`config.mk`:
```
export PLATFORM = sky130hd
export DESIGN_NAME = bimt_cell
export DESIGN_NICKNAME = d
export VERILOG_FILES = /design/src/hw/rtl/bimt_pkg.sv /design/src/hw/rtl/bimt_cell.sv
export SDC_FILE = /design/constraint.sdc
export NUM_CORES = 1
export LEC_CHECK = 0
export ABC_AREA = 1
export BUFFER_PORTS_ARGS = -buffer_cell sky130_fd_sc_hd__buf_2
export CAP_MARGIN = 40
export CORE_AREA = 2 2 190 192
export CTS_CLUSTER_DIAMETER = 40
export DETAILED_ROUTE_END_ITERATION = 8
export DIE_AREA = 0 0 192 194
export GPL_TIMING_DRIVEN = 0
export HOLD_SLACK_MARGIN = 0.12
export SYNTH_ARGS = -nofsm -noshare
export SYNTH_HDL_FRONTEND = slang
export SYNTH_SLANG_ARGS = --single-unit
```
`constraint.sdc`:
```
create_clock -name clk -period 2.45 [get_ports clk]
set_input_delay 0.1225 -clock clk [delete_from_list [all_inputs] [get_ports clk]]
set_output_delay 0.1225 -clock clk [all_outputs]
set_load 0.01 [all_outputs]
```
`src/hw/rtl/bimt_pkg.sv`:
```
// ============================================================================
// bimt_pkg
// Shared types and codes for the bidirectional ID map table: operation,
// kind and status codes, and the query token passed along the cell chain.
// ============================================================================
package bimt_pkg;

    localparam int unsigned DEFAULT_ENTRIES = 64;
    localparam int unsigned ID_W            = 32;

    typedef enum logic [1:0] {
        OP_INSERT = 2'd0,
        OP_DELETE = 2'd1,
        OP_LOOKUP = 2'd2,
        OP_CLEAR  = 2'd3
    } op_t;

    typedef enum logic [1:0] {
        KIND_USER    = 2'd0,
        KIND_GROUP   = 2'd1,
        KIND_PROJECT = 2'd2,
        KIND_BAD     = 2'd3
    } kind_t;

    typedef enum logic [3:0] {
        ST_INSERTED        = 4'd0,
        ST_EXISTS          = 4'd1,
        ST_CLIENT_CONFLICT = 4'd2,
        ST_FS_CONFLICT     = 4'd3,
        ST_FOUND           = 4'd4,
        ST_NOT_FOUND       = 4'd5,
        ST_DELETED         = 4'd6,
        ST_BAD_KIND        = 4'd7,
        ST_FULL            = 4'd8,
        ST_CLEARED         = 4'd9
    } status_t;

    // Query token; the hit fields accumulate as it walks the chain
    typedef struct packed {
        logic            active;
        op_t             op;
        kind_t           kind;
        logic            dir;
        logic [ID_W-1:0] ckey;
        logic [ID_W-1:0] fkey;
        logic            c_hit;
        logic [ID_W-1:0] c_cid;
        logic [ID_W-1:0] c_fid;
        logic            f_hit;
        logic [ID_W-1:0] f_cid;
        logic [ID_W-1:0] f_fid;
        logic            del_hit;
        logic            free_hit;
    } token_t;

    // Entry write broadcast at the end of an insert
    typedef struct packed {
        logic            en;
        kind_t           kind;
        logic [ID_W-1:0] cid;
        logic [ID_W-1:0] fid;
    } entry_wr_t;

endpackage

```
`src/hw/rtl/bimt_cell.sv`:
```
// ============================================================================
// bimt_cell
// One table entry plus one token stage. Compares the passing token against
// the stored pair, records hits, performs in-place delete/clear, and loads
// a new pair when the insert write targets this cell's index.
// ============================================================================
module bimt_cell #(
    parameter int unsigned IDX_W = 6,
    parameter int unsigned INDEX = 0
) (
    input  logic                clk,
    input  logic                rst_n,
    input  bimt_pkg::token_t    up_tok,
    input  logic [IDX_W-1:0]    up_free_idx,
    output bimt_pkg::token_t    dn_tok,
    output logic [IDX_W-1:0]    dn_free_idx,
    input  bimt_pkg::entry_wr_t wr,
    input  logic [IDX_W-1:0]    wr_idx
);
    import bimt_pkg::*;

    logic            valid_reg;
    kind_t           kind_reg;
    logic [ID_W-1:0] cid_reg;
    logic [ID_W-1:0] fid_reg;

    token_t           tok_next;
    logic [IDX_W-1:0] free_idx_next;
    logic             active_reg;
    token_t           tok_reg;
    logic [IDX_W-1:0] free_idx_reg;

    logic kind_match;
    logic c_match;
    logic f_match;
    logic wr_here;
    logic del_here;
    logic clr_here;

    // Entry compare
    assign kind_match = valid_reg && (kind_reg == up_tok.kind);
    assign c_match    = kind_match && (cid_reg == up_tok.ckey);
    assign f_match    = kind_match && (fid_reg == up_tok.fkey);
    assign wr_here    = wr.en && (wr_idx == IDX_W'(INDEX));
    assign del_here   = up_tok.active && (up_tok.op == OP_DELETE) && !up_tok.del_hit
                        && c_match && f_match;
    assign clr_here   = up_tok.active && (up_tok.op == OP_CLEAR);

    // Token update; first hit in chain order wins
    always_comb
    begin
        tok_next      = up_tok;
        free_idx_next = up_free_idx;
        if (c_match && !up_tok.c_hit)
        begin
            tok_next.c_hit = 1'b1;
            tok_next.c_cid = cid_reg;
            tok_next.c_fid = fid_reg;
        end
        if (f_match && !up_tok.f_hit)
        begin
            tok_next.f_hit = 1'b1;
            tok_next.f_cid = cid_reg;
            tok_next.f_fid = fid_reg;
        end
        if (del_here)
        begin
            tok_next.del_hit = 1'b1;
        end
        if (!valid_reg && !up_tok.free_hit)
        begin
            tok_next.free_hit = 1'b1;
            free_idx_next     = IDX_W'(INDEX);
        end
    end

    // Entry valid bit
    always_ff @(posedge clk or negedge rst_n)
    begin
        if (!rst_n)
        begin
            valid_reg <= 1'b0;
        end
        else if (wr_here)
        begin
            valid_reg <= 1'b1;
        end
        else if (del_here || clr_here)
        begin
            valid_reg <= 1'b0;
        end
    end

    // Entry payload
    always_ff @(posedge clk)
    begin
        if (wr_here)
        begin
            kind_reg <= wr.kind;
            cid_reg  <= wr.cid;
            fid_reg  <= wr.fid;
        end
    end

    // Token stage: active bit is control, rest is payload
    always_ff @(posedge clk or negedge rst_n)
    begin
        if (!rst_n)
        begin
            active_reg <= 1'b0;
        end
        else
        begin
            active_reg <= up_tok.active;
        end
    end

    always_ff @(posedge clk)
    begin
        tok_reg      <= tok_next;
        free_idx_reg <= free_idx_next;
    end

    // Downstream token carries the reset-clean active bit
    always_comb
    begin
        dn_tok        = tok_reg;
        dn_tok.active = active_reg;
    end

    assign dn_free_idx = free_idx_reg;

endmodule

```
==> flow_summary.yaml <==
clock_network:
  cts_buffers: 42
  cts_max_level: 2
  clkSinkCount: 275
  clk_pin_slew_ps: 60
  cts-root-buf: "clkbuf_16"
  clkLatencyLatePin_ps: 550
  ctsLongestPathBuffers: 3
  cts_tree: "built"
  post_cts.repair.setup_buffers: 0
min_path:
  min_delay_path_depth: 3
  hp-class: "input pin to flop"
floorplan:
  die-area_sq_mm: 0.03725
  row_count: 69
  ioPinCount: 491
  die_w_microns: 192
  die_h_microns: 194
  start_util_pct: 26.33
  core_sq_mm: 0.03522
run:
  max-cap-violations: 0
layout:
  drive_above_1_share_pct: 39.39
  final_nets: 1989
  area_growth_pct: 79.13
  final_common_cell: "buf_2"
  finish.utilization_pct: 47.17
  largest_reg_flops: 201
  nFillCells: 3122
  regArea_sq_mm: 0.006176
  multi_input_area_sq_mm: 0.002365
  layout_common_cells: "buf_2, dlygate4sd3_1, nand2_1"
timing:
  min_period_ps: 2254
  rsz0062_at_grt: "no"
  drv_slew: 0
  skew_ps: 16.69
  max_freq_mhz: 443.6
  tightest_slew_ps: 541.0
  finalCritPeriodShare_pct: 92.00
  setup_viol: 0
  hold_viol: 0
  whs_ps: 210.1
  slew_headroom_pct: 63.80
pwr:
  irDropWorstVdd_mv: 0.6289
  switching_share_pct: 22.72
  clkPwrFrac_pct: 50.9
  internal_power_mw: 9.538
  switching_power_mw: 2.804
  design_power_total_mw: 12.34
  power_frac_seq_pct: 39.6
  p_leak_nw: 8.207
  combPwrFrac_pct: 9.4
  p_per_area_mw_per_mm2: 742.9
yosys:
  ys_seq_area_share_pct: 66.59
  yosys_register_bits: 275
  synthXorXnorAreaFrac_pct: 2.172
  synth_fp_nets: 1178
  synth_adder_area_share_pct: 0
  yosysUniqueCellTypes: 25
  synth_top_family_by_area: "simple AND/OR/NAND/NOR gates"
  postSynthAreaPerCell_sq_um: 10.36
  yosys_warnings: 0
  synth-compound-area-share_pct: 10.06
  netlist_area_sq_mm: 0.009275
  netlist_instances: 895
  synthMuxAreaShare_pct: 0
  synth-simple-area-share_pct: 13.18
detailed_routing:
  vias: 9249
  dr.pass1.iters: 5
  postRouteAntennaNets: 0
  wl_microns: 36840
  avgRoutedWirePerCell_microns: 16.72
  initialDrtViolationCount: 349
  vias_per_cell: 4.198
  drc: 0
place:
  gp_congestion: 0.8752
  hpwl_microns: 25550
  portBuffers: 490
critical_path:
  critical-path-max-stage-delay_ps: 470
  cpMostUsedCell: "nand2_1"
  cp_data_required_time_ps: 2870
  worst-path-stages: 10
  crit_type: "flop to flop"
  crit_family: "simple AND/OR/NAND/NOR gates"
  cp_slowest_cell: "edfxtp_1"
  r2r_cells: 10
  crit_path_cell_trace: "xnor2_1 -> nand2_1 -> nor3_1 -> nand3_1 -> nor2_2 -> nand2_2 -> clkbuf_8 -> buf_6 -> nand2_1 -> o21ai_1"
  cp.arrival_ps: 2670
  end_kind: "flop"
  crit_path_max_fanout: 10
  crit_buf_inv: 2
  startpoint_type: "flop"
grt:
  grt_pass1_vias: 9850
  grt_usage_pct: 19.21
  gr-total-overflow: 0
  grt_pass1_wl_microns: 53910
  grt_antenna_before_repair: 4
  grt_max_degree: 38
run_status:
  outcome: "complete, no violations"
[kinds of logic (layout without fill, tap and decap cells)]
kind of cell	after synthesis	in the layout
simple gates	315	315
flops	275	275
buf+inv	142	986
compound gates	140	140
xor+xnor	23	23
other cells	0	3
[cell type report]
cell class                      instances  share of cell area, %
Buffer                                 29                  1.913
Sequential cell                       275                  37.17
Multi-Input combinational cell        478                  14.23
Clock inverter                         21                  1.446
Inverter                              113                  2.553
Timing Repair Buffer                  767                  31.51
Clock buffer                           56                  7.659
Tap cell                              461                  3.472
Antenna cell                            3                0.04518
[what timing repair did]
action,CTS,global route
endpoints found under the hold margin,277,0
endpoints found under the setup margin,68,0
resized for setup,1,0
hold buffers,276,0
[power groups by stage]
stage	registers, mW	clock network (mW)	logic (mW)
after floorplan	5.08	0	0.192
after global placement	4.98	0	0.785
after detailed placement	4.98	0	0.792
after CTS	4.89	6.40	1.15
after global routing	4.91	6.58	1.25
final	4.89	6.29	1.16
[Yosys cell counts]
master	instances	area, sq um
buf_4	3	22.52
nor4_1	1	6.260
dfxtp_1	207	4144
nand2_1	255	957.2
nand4_1	1	6.260
nand3_1	6	30.03
buf_6	25	281.5
and3_1	1	6.260
inv_1	90	337.8
nor2_2	2	12.51
xnor2_1	10	87.58
and2_1	1	6.260
o21ai_2	62	543.0
xor2_1	13	113.9
nand2_2	2	12.51
nor2_1	40	150.1
dfrtp_1	2	50.05
nor3_1	3	15.01
nor3b_1	1	7.510
o21ai_0	9	45.04
clkbuf_8	1	13.76
o21ai_1	69	345.3
edfxtp_1	66	1982
or2_2	2	12.51
inv_2	23	86.33
[path summary, 6_finish.rpt]
path                              from           to  slack (ps)
min in group asynchronous        rst_n   active_reg         490
setup reg to reg           fid_reg[12]   dn_tok[51]         200
max in group asynchronous        rst_n    valid_reg        1810
hold reg to reg            fid_reg[26]   dn_tok[93]         530
setup / recovery           fid_reg[12]   dn_tok[51]         200
hold / removal               wr_idx[2]  fid_reg[30]         210
[metal layers]
layer	wire, microns	global-route usage [%]
met3	2524	4.633
met1	14570	21.86
met4	1563	9.245
met2	18170	33.53
met5	13	0
[stage by stage]
step	setup TNS, ps	std cells	setup slack (ps)	area, sq um
global route	0	2203	20.03	16610
CTS	0	2200	158.9	16610
global placement	-81360	1846	-1229	12300
floorplan	0	895	63.79	9275
detailed placement	-969.4	1847	-59.94	12330
finish	0	2203	195.9	16610
[worst register-to-register path: stages (launching register included)]
cell and delay (ps):
edfxtp_1 470, xnor2_1 240, nand2_1 80, nor3_1 280
nand3_1 240, nor2_2 220, nand2_2 90, clkbuf_8 200
buf_6 170, nand2_1 80, o21ai_1 90
No activity file was read; power rests on OpenSTA's default activity.
